$ cat src/sv/hcr_pkg.sv
package hcr_pkg;

    // Frame limits and the widths that follow from them.
    localparam int MAX_WIDTH  = 2048;
    localparam int MAX_HEIGHT = 2048;
    localparam int COL_W      = $clog2(MAX_WIDTH);
    localparam int ROW_W      = $clog2(MAX_HEIGHT);
    localparam int DIM_W      = 12;
    localparam int POS_W      = (COL_W > ROW_W) ? COL_W : ROW_W;
    localparam int EXT_W      = (POS_W + 1 > DIM_W) ? POS_W + 1 : DIM_W;
    localparam int MIN_DIM    = 3;

    // Field widths.
    localparam int PIX_W     = 8;
    localparam int K_W       = 16;
    localparam int CFG_W     = 16;
    localparam int GRAD_W    = 11;
    localparam int GPAIR_W   = 2 * GRAD_W;
    localparam int COORD_W   = 11;
    localparam int RESP_W    = 47;

    // Configuration register indexes.
    localparam logic [1:0] CFG_WIDTH  = 2'd0;
    localparam logic [1:0] CFG_HEIGHT = 2'd1;
    localparam logic [1:0] CFG_K      = 2'd2;

    // Sobel column slots.
    localparam logic [1:0] COL_LEFT  = 2'd0;
    localparam logic [1:0] COL_MID   = 2'd1;
    localparam logic [1:0] COL_RIGHT = 2'd2;

    // Result jobs of one pixel, in emission order.
    localparam logic [1:0] JOB_UPPER_PREV = 2'd0;
    localparam logic [1:0] JOB_UPPER_EDGE = 2'd1;
    localparam logic [1:0] JOB_LAST_PREV  = 2'd2;
    localparam logic [1:0] JOB_LAST_EDGE  = 2'd3;

    typedef struct packed {
        logic       load;
        logic       pix_we;
        logic       pix_rd;
        logic [1:0] col_sel;
        logic       sec;
        logic       g_load;
        logic       grd_rd;
        logic       grd_slot;
        logic       g_we;
        logic       h_start;
        logic       out_load;
        logic       last;
        logic       advance;
        logic [1:0] job;
    } hcr_cmd_t;

    typedef struct packed {
        logic [3:0] jobs;
        logic       c_nonzero;
        logic       h_done;
        logic       out_free;
    } hcr_status_t;

    // True for the jobs that produce a response on the last row.
    function automatic logic job_is_last(input logic [1:0] job);
        return (job == JOB_LAST_PREV) || (job == JOB_LAST_EDGE);
    endfunction

endpackage

$ cat src/sv/hcr_ctrl.sv
module hcr_ctrl (
    input  logic                 clk,
    input  logic                 rst_n,
    input  logic                 in_valid,
    output logic                 in_ready,
    input  hcr_pkg::hcr_status_t status,
    output hcr_pkg::hcr_cmd_t    cmd
);

    localparam logic [3:0] S_IDLE   = 4'd0;
    localparam logic [3:0] S_WRPIX  = 4'd1;
    localparam logic [3:0] S_PICK   = 4'd2;
    localparam logic [3:0] S_SRD0   = 4'd3;
    localparam logic [3:0] S_SRD1   = 4'd4;
    localparam logic [3:0] S_SRD2   = 4'd5;
    localparam logic [3:0] S_SRD3   = 4'd6;
    localparam logic [3:0] S_SGRAD  = 4'd7;
    localparam logic [3:0] S_GRD0   = 4'd8;
    localparam logic [3:0] S_GRD1   = 4'd9;
    localparam logic [3:0] S_GRD2   = 4'd10;
    localparam logic [3:0] S_HSTART = 4'd11;
    localparam logic [3:0] S_HWAIT  = 4'd12;
    localparam logic [3:0] S_EMIT   = 4'd13;
    localparam logic [3:0] S_ADV    = 4'd14;

    logic [3:0] state_reg;
    logic [3:0] state_next;
    logic [3:0] pending_reg;
    logic [3:0] pending_next;
    logic [1:0] job_reg;
    logic [1:0] job_next;
    logic       sec_reg;
    logic       sec_next;
    logic [1:0] first_job;
    logic [3:0] remaining;

    // Lowest pending job goes first, which keeps raster order.
    always_comb
    begin
        priority if (pending_reg[0])
            first_job = hcr_pkg::JOB_UPPER_PREV;
        else if (pending_reg[1])
            first_job = hcr_pkg::JOB_UPPER_EDGE;
        else if (pending_reg[2])
            first_job = hcr_pkg::JOB_LAST_PREV;
        else
            first_job = hcr_pkg::JOB_LAST_EDGE;
    end

    assign remaining = pending_reg & ~(4'b0001 << job_reg);

    // Sequencer.
    always_comb
    begin
        state_next   = state_reg;
        pending_next = pending_reg;
        job_next     = job_reg;
        sec_next     = sec_reg;
        cmd          = '0;
        cmd.job      = job_reg;
        cmd.sec      = sec_reg;
        in_ready     = 1'b0;
        unique case (state_reg)
            S_IDLE:
            begin
                in_ready = 1'b1;
                if (in_valid)
                begin
                    cmd.load   = 1'b1;
                    state_next = S_WRPIX;
                end
            end
            S_WRPIX:
            begin
                cmd.pix_we   = 1'b1;
                pending_next = status.jobs;
                state_next   = S_PICK;
            end
            S_PICK:
            begin
                if (pending_reg == 4'd0)
                begin
                    state_next = S_ADV;
                end
                else
                begin
                    job_next   = first_job;
                    sec_next   = 1'b0;
                    state_next = S_SRD0;
                end
            end
            S_SRD0:
            begin
                cmd.pix_rd  = 1'b1;
                cmd.col_sel = hcr_pkg::COL_LEFT;
                state_next  = S_SRD1;
            end
            S_SRD1:
            begin
                cmd.pix_rd  = 1'b1;
                cmd.col_sel = hcr_pkg::COL_MID;
                state_next  = S_SRD2;
            end
            S_SRD2:
            begin
                cmd.pix_rd  = 1'b1;
                cmd.col_sel = hcr_pkg::COL_RIGHT;
                state_next  = S_SRD3;
            end
            S_SRD3:
            begin
                state_next = S_SGRAD;
            end
            S_SGRAD:
            begin
                cmd.g_load = 1'b1;
                // Last-row jobs also need the gradient one column to the left.
                if (hcr_pkg::job_is_last(job_reg) && !sec_reg && status.c_nonzero)
                begin
                    sec_next   = 1'b1;
                    state_next = S_SRD0;
                end
                else
                begin
                    state_next = S_GRD0;
                end
            end
            S_GRD0:
            begin
                cmd.grd_rd   = 1'b1;
                cmd.grd_slot = 1'b0;
                state_next   = S_GRD1;
            end
            S_GRD1:
            begin
                cmd.grd_rd   = 1'b1;
                cmd.grd_slot = 1'b1;
                state_next   = S_GRD2;
            end
            S_GRD2:
            begin
                cmd.g_we   = !hcr_pkg::job_is_last(job_reg);
                state_next = S_HSTART;
            end
            S_HSTART:
            begin
                cmd.h_start = 1'b1;
                state_next  = S_HWAIT;
            end
            S_HWAIT:
            begin
                if (status.h_done)
                    state_next = S_EMIT;
            end
            S_EMIT:
            begin
                if (status.out_free)
                begin
                    cmd.out_load = 1'b1;
                    cmd.last     = (remaining == 4'd0);
                    pending_next = remaining;
                    state_next   = S_PICK;
                end
            end
            S_ADV:
            begin
                cmd.advance = 1'b1;
                state_next  = S_IDLE;
            end
            default:
            begin
                state_next = S_IDLE;
            end
        endcase
    end

    always_ff @(posedge clk or negedge rst_n)
    begin
        if (!rst_n)
        begin
            state_reg   <= S_IDLE;
            pending_reg <= 4'd0;
            job_reg     <= hcr_pkg::JOB_UPPER_PREV;
            sec_reg     <= 1'b0;
        end
        else
        begin
            state_reg   <= state_next;
            pending_reg <= pending_next;
            job_reg     <= job_next;
            sec_reg     <= sec_next;
        end
    end

endmodule

$ cat config.mk
export PLATFORM = sky130hd
export DESIGN_NAME = hcr_ctrl
export DESIGN_NICKNAME = d
export VERILOG_FILES = /design/src/sv/hcr_pkg.sv /design/src/sv/hcr_ctrl.sv
export SDC_FILE = /design/constraint.sdc
export NUM_CORES = 1
export LEC_CHECK = 0
export BUFFER_PORTS_ARGS = -buffer_cell sky130_fd_sc_hd__buf_2
export CORE_MARGIN = 2
export CORE_UTILIZATION = 30
export DETAILED_ROUTE_END_ITERATION = 16
export PLACE_DENSITY = 0.61
export SYNTH_ARGS = -nofsm -noshare
export SYNTH_HDL_FRONTEND = slang
export SYNTH_SLANG_ARGS = --single-unit
export TNS_END_PERCENT = 10
$ cat constraint.sdc
create_clock -name clk -period 1.3 [get_ports clk]
set_input_delay 0.13 -clock clk [delete_from_list [all_inputs] [get_ports clk]]
set_output_delay 0.13 -clock clk [all_outputs]
set_load 0.005 [all_outputs]
==> results of run 1 <==
==> worst max path at each step <==
stage	start	endpoint	slack, ns	cells past startpoint
detailed placement	state_reg[3]	pending_reg[1]	-0.08	4
global route	pending_reg[2]	cmd[3]	-0.29	6
finish	state_reg[1]	cmd[3]	-0.22	5
global placement	state_reg[3]	pending_reg[1]	-0.05	4
CTS	pending_reg[2]	cmd[3]	-0.22	6
floorplan	state_reg[2]	pending_reg[1]	-0.04	5
==> stage by stage <==
stage,instances,area [µm²]
floorplan,100,842
global placement,171,1130
detailed placement,171,1130
CTS,180,1310
global route,183,1370
finish,183,1370
==> cells by family (layout without fill, tap and decap cells) <==
kind of cell           Yosys count  after routing  synth area share (%)
AND/OR/NAND/NOR                 45             45                  29.2
buffers and inverters           12             64                  7.78
multiplexers                     5              5                  6.44
AO/OA/AOI/OAI                   27             27                  23.7
flip-flops                      11             11                  32.9
==> synthesized netlist by cell type (all sizes together) (3+ instances only) <==
| master | number | area [µm²] |
|---|---|---|
| a21oi | 5 | 36.3 |
| a22o | 4 | 35.0 |
| and2 | 3 | 18.8 |
| buf | 7 | 46.3 |
| dfrtp | 11 | 275 |
| inv | 3 | 11.3 |
| mux2 | 3 | 33.8 |
| nand2 | 7 | 26.3 |
| nand2b | 4 | 32.5 |
| nand3 | 4 | 20.0 |
| nor2 | 15 | 56.3 |
| nor3 | 5 | 30.0 |
| o21ai | 7 | 35.0 |
==> what timing repair did <==
action | in CTS | in global routing
setup buffers | 4 | 3
endpoints found under the setup margin | 24 | 24
hold buffers | 1 | 0
pin swaps | 7 | 3
resized for setup | 30 | 12
endpoints found under the hold margin | 11 | 0
==> report_power, final <==
part | switching (µW) | internal [µW] | leakage, µW
Combinational | 1230 | 1370 | 0.000510
Sequential | 164 | 516 | 0.000135
Clock | 124 | 119 | 0.0000150
==> routing by layer <==
layer  up-vias  track usage [%]  share of wire [%]
li1        465                -                  -
met1       447             19.7                 46
met2        29             25.6                 47
met3         5             3.23                5.5
met4         0             7.64                1.5
met5         -                0                  0
==> layout make-up <==
type | count | area, µm² | share of cell area, %
inverter | 3 | 11.3 | 0.823
timing repair buffer | 57 | 410 | 30.0
sequential | 11 | 277 | 20.2
tap | 31 | 38.8 | 2.83
multi-input combinational | 77 | 606 | 44.2
clock buffer | 4 | 26.3 | 1.92
==> impl_metrics.json, run 1 <==
{
  "slew-limit-headroom_pct": 81.4,
  "drtIter0Drc": 32,
  "final_common_cell": "buf_2",
  "drive_above_1_share_pct": 55.3,
  "path_clk_slew_ns": 0.07,
  "violations": "negative setup slack",
  "clock_sinks": 11,
  "drc_errors": 0,
  "clk_path_buf_depth": 2,
  "cp-end-kind": "primary output",
  "slew_viol_final": 0,
  "ys_seq_area_share_pct": 32.9,
  "syn_nets": 110,
  "drt-pass1-iter-count": 3,
  "report.final.hold_viol_count": 0,
  "ios": 27,
  "ir_drop_mv": 1.38,
  "routed_wl_um": 2540,
  "cts_tree": "built",
  "crit_type": "reg2out",
  "min-delay-start": "status[4]",
  "finalClockSkew_ns": 0.00584,
  "globalRoute.totalOverflow": 0,
  "areaGrowthSynthToFinish_pct": 63.8,
  "min_path_type": "in2reg",
  "dp_hpwl_um": 1760,
  "synth_edf_count": 0,
  "gp_congestion": 0.931,
  "die_h_um": 56.8,
  "grt_pass1_vias": 908,
  "status": "finished, violations left",
  "ctsHtreeMaxLevel": 1,
  "crit_fanout": 5,
  "port_buffers": 26,
  "die_width_um": 56.8,
  "rrSetupSlack_ns": -0.16,
  "clk_latency_ns": 0.28,
  "path_delay_family": "simple AND/OR/NAND/NOR gates",
  "finalPower_uw": 3530,
  "fin_tns_setup_ns": -1.99,
  "synth_cells": 100,
  "whs_ns": 0.0694,
  "die_area_mm2": 0.00322,
  "fin_util_pct": 50.5,
  "synth.avg_cell_area_um2": 8.36,
  "timing.fmax_mhz": 657,
  "ant_nets": 0,
  "setup_viol": 20,
  "r2r_end": "state_reg[2]",
  "finalCritPeriodShare_pct": 117,
  "drt-vias-per-instance": 5.17,
  "antenna_found_initial": 0,
  "wl_per_cell_um": 13.9,
  "hold_path_end": "pending_reg[1]",
  "power_density_mw_per_mm2": 2580,
  "rows": 19,
  "cts_made_buffers": 3,
  "path_cells": "nand2b_4 -> nor2_4 -> and2_4 -> and3_1 -> buf_2",
  "synthDistinctLibCells": 38,
  "timing.rr.start": "pending_reg[2]",
  "grtUsageTotal_pct": 15.7,
  "cp-start-kind": "flop",
  "rsz0062_at_grt": "true",
  "yosys_warnings": 0,
  "async_flop_share_pct": 100,
  "slowest_delay_ns": 0.41,
  "layout_common_cells": "buf_2, buf_4, dfrtp_1, buf_6, nor2_1",
  "synth.cell_area_um2": 836,
  "fin_ws_ns": -0.223,
  "cts_root_buf": "clkbuf_4",
  "crit_buf_inv": 1,
  "nFillCells": 262,
  "crit_slowest_cell": "dfrtp_1",
  "drv_cap": 0,
  "worst_pin_slew_ns": 0.275,
  "ys.flop_type": "dfrtp_1",
  "start_util_pct": 30.8,
  "antenna_cells": 0,
  "dp_slack_ns": -0.0804,
  "critical_path_required_ns": 1.17,
  "min_path_cells": 2,
  "fin_crit_ns": 1.52,
  "reg2regPathDepth": 6,
  "vias": 946,
  "core_region_area_mm2": 0.00271,
  "grt_max_degree": 12,
  "arrival_ns": 1.39,
  "leakagePower_uw": 0.000660,
  "finalNetCount": 163,
  "grt_pass1_wl_um": 3970,
  "ys_ff_latch": 11
}
Note: power is estimated with default switching activity, not from simulation.
==> run 2: changes to the inputs <==
--- a/config.mk
+++ b/config.mk
@@ -6,6 +6,7 @@
 export NUM_CORES = 1
 export LEC_CHECK = 0
 export BUFFER_PORTS_ARGS = -buffer_cell sky130_fd_sc_hd__buf_2
+export CORE_ASPECT_RATIO = 1.75
 export CORE_MARGIN = 2
 export CORE_UTILIZATION = 30
 export DETAILED_ROUTE_END_ITERATION = 16
==> constraint.sdc (replaced) <==
create_clock -name clk -period 1.3 [get_ports clk]
set_input_delay 0.065 -clock clk [delete_from_list [all_inputs] [get_ports clk]]
set_output_delay 0.065 -clock clk [all_outputs]
set_load 0.005 [all_outputs]
==> run 2 against run 1 <==
The run still ends with negative setup slack left. Register-to-register slack better by 0.04 ns. Die area grew 0.53%. Power is 3.5% higher. Combinational power is 2% lower. Sequential share of layout area increased by 0.24 points. Flip-flop and latch count did not move. Fmax is 3.6% higher. Final cell count decreased by 2.2%. Utilization about the same. Hold slack got worse by 0.019 ns. Critical path depth grew 1. Critical path type unchanged.
==> impl_metrics.json, run 2 (synthesis results as in run 1) <==
{
  "status": "finished, violations left",
  "drive_above_1_share_pct": 55.9,
  "report.final.hold_viol_count": 0,
  "cts_made_buffers": 3,
  "grtUsageTotal_pct": 17.4,
  "ir_drop_mv": 1.10,
  "drt-vias-per-instance": 5.39,
  "power_switching_uw": 1590,
  "min_path_type": "in2reg",
  "layout_common_cells": "buf_2, buf_4, buf_6",
  "rrSetupSlack_ns": -0.12,
  "seq_power_share_pct": 20.1,
  "fin_util_pct": 50.5,
  "antenna_found_initial": 0,
  "timing.rr.start": "state_reg[0]",
  "finalPower_uw": 3650,
  "worst_pin_slew_ns": 0.372,
  "gp_congestion": 0.849,
  "start_util_pct": 31.1,
  "arrival_ns": 1.41,
  "fin_crit_ns": 1.47,
  "path_clk_slew_ns": 0.05,
  "areaGrowthSynthToFinish_pct": 62.6,
  "clk_path_buf_depth": 2,
  "dp_hpwl_um": 1940,
  "die_width_um": 43.9,
  "p_sw_share_pct": 43.4,
  "rows": 25,
  "vias": 965,
  "clkPwrFrac_pct": 9.7,
  "grt_pass1_vias": 924,
  "grt_pass1_wl_um": 4230,
  "cts_root_buf": "clkbuf_8",
  "core_region_area_mm2": 0.00269,
  "power_frac_comb_pct": 70.2,
  "crit_type": "reg2out",
  "final_common_cell": "buf_2",
  "clk_latency_ns": 0.24,
  "fin_ws_ns": -0.170,
  "ctsHtreeMaxLevel": 1,
  "timing.fmax_mhz": 680,
  "slew-limit-headroom_pct": 75.1,
  "crit_fanout": 4,
  "path_cells": "buf_6 -> mux2i_1 -> a21oi_1 -> o32ai_1 -> and3_1 -> buf_2",
  "die_h_um": 73.8,
  "dpl_cell_area_mm2": 0.00112,
  "port_buffers": 26,
  "globalRoute.totalOverflow": 0,
  "drv_cap": 0,
  "finalNetCount": 163,
  "rsz0062_at_grt": "true",
  "violations": "negative setup slack",
  "ant_nets": 0,
  "critPathCapture": "cmd[3]",
  "r2r_end": "state_reg[2]",
  "cts_tree": "built",
  "finalClockSkew_ns": 0.00220,
  "drc_errors": 0,
  "drtIter0Drc": 28,
  "leakagePower_uw": 0.000658,
  "cp-start-kind": "flop",
  "cp-startpoint": "pending_reg[2]",
  "reg2regPathDepth": 4,
  "finalCritPeriodShare_pct": 113,
  "antenna_cells": 0,
  "grt_max_degree": 14,
  "slowest_delay_ns": 0.41,
  "critical_path_required_ns": 1.24,
  "power_density_mw_per_mm2": 2690,
  "slew_viol_final": 0,
  "finalInstanceArea_mm2": 0.00136,
  "intPower_uw": 2070,
  "routed_wl_um": 2820,
  "clock_sinks": 11,
  "setup_viol": 14,
  "die_area_mm2": 0.00324,
  "wl_per_cell_um": 15.7,
  "cp-end-kind": "primary output",
  "drt-pass1-iter-count": 4,
  "ios": 27,
  "crit_slowest_cell": "dfrtp_1"
}
==> run 2: power groups by stage <==
stage,Clock [µW],Sequential [µW],Combinational [µW]
3_3_place_gp,0,699,1930
6_report,355,735,2560
3_5_place_dp,0,708,1960
4_1_cts,350,718,2190
5_1_grt,372,763,2770
2_1_floorplan,0,686,1210
==> run 2: layout make-up <==
cell class              count  area [µm²]
clock buffers               4        45.0
fillers                   253        1330
inverters                   3        11.3
multi-input cells          77         586
flip-flops and latches     11         278
well taps                  27        33.8
repair buffers             57         405
==> run 2: timing repair <==
action / 4_1_cts / 5_1_grt
hold endpoints to repair: 11 / 0
buffers inserted: 1 / 7
gates resized for setup: 18 / 21
pin swaps: 5 / 2
hold buffers: 1 / 0
endpoints found under the setup margin: 22 / 23
==> run 2: how the worst min path moves through the flow <==
stage / from / to / slack (ns) / cells past startpoint
2_1_floorplan: rst_n / job_reg[0] / -0.23 / 0
3_3_place_gp: rst_n / job_reg[1] / -0.04 / 1
3_5_place_dp: rst_n / sec_reg / -0.04 / 1
4_1_cts: status[4] / pending_reg[1] / 0.05 / 2
5_1_grt: status[3] / pending_reg[0] / 0.07 / 2
6_report: status[4] / pending_reg[1] / 0.05 / 2
==> run 2: critical path, delay by kind of cell, from the launching register on <==
family / cells / cell delay, ns
flip-flops: 1 / 0.41
AO/OA/AOI/OAI: 2 / 0.20
multiplexers: 1 / 0.13
buffers and inverters: 2 / 0.24
AND/OR/NAND/NOR: 1 / 0.18
==> run 2: through the flow <==
stage          worst slack (ns)  hold WS [ns]  setup TNS, ns  std cells
6_report                 -0.170        0.0503         -0.926        179
5_1_grt                  -0.243        0.0717          -2.12        179
4_1_cts                  -0.174        0.0519          -1.05        172
3_5_place_dp            -0.0880       -0.0403         -0.441        166
3_3_place_gp            -0.0582       -0.0418         -0.248        166
2_1_floorplan           -0.0381        -0.231        -0.0751        100
==> run 2: routing by layer <==
| metal | routed length [µm] | up-vias | global-route usage (%) |
|---|---|---|---|
| met4 | 97 | 0 | 10.4 |
| li1 | - | 461 | - |
| met3 | 103 | 10 | 0.983 |
| met1 | 1050 | 458 | 19.6 |
| met5 | 0 | - | 0 |
| met2 | 1560 | 36 | 30.9 |
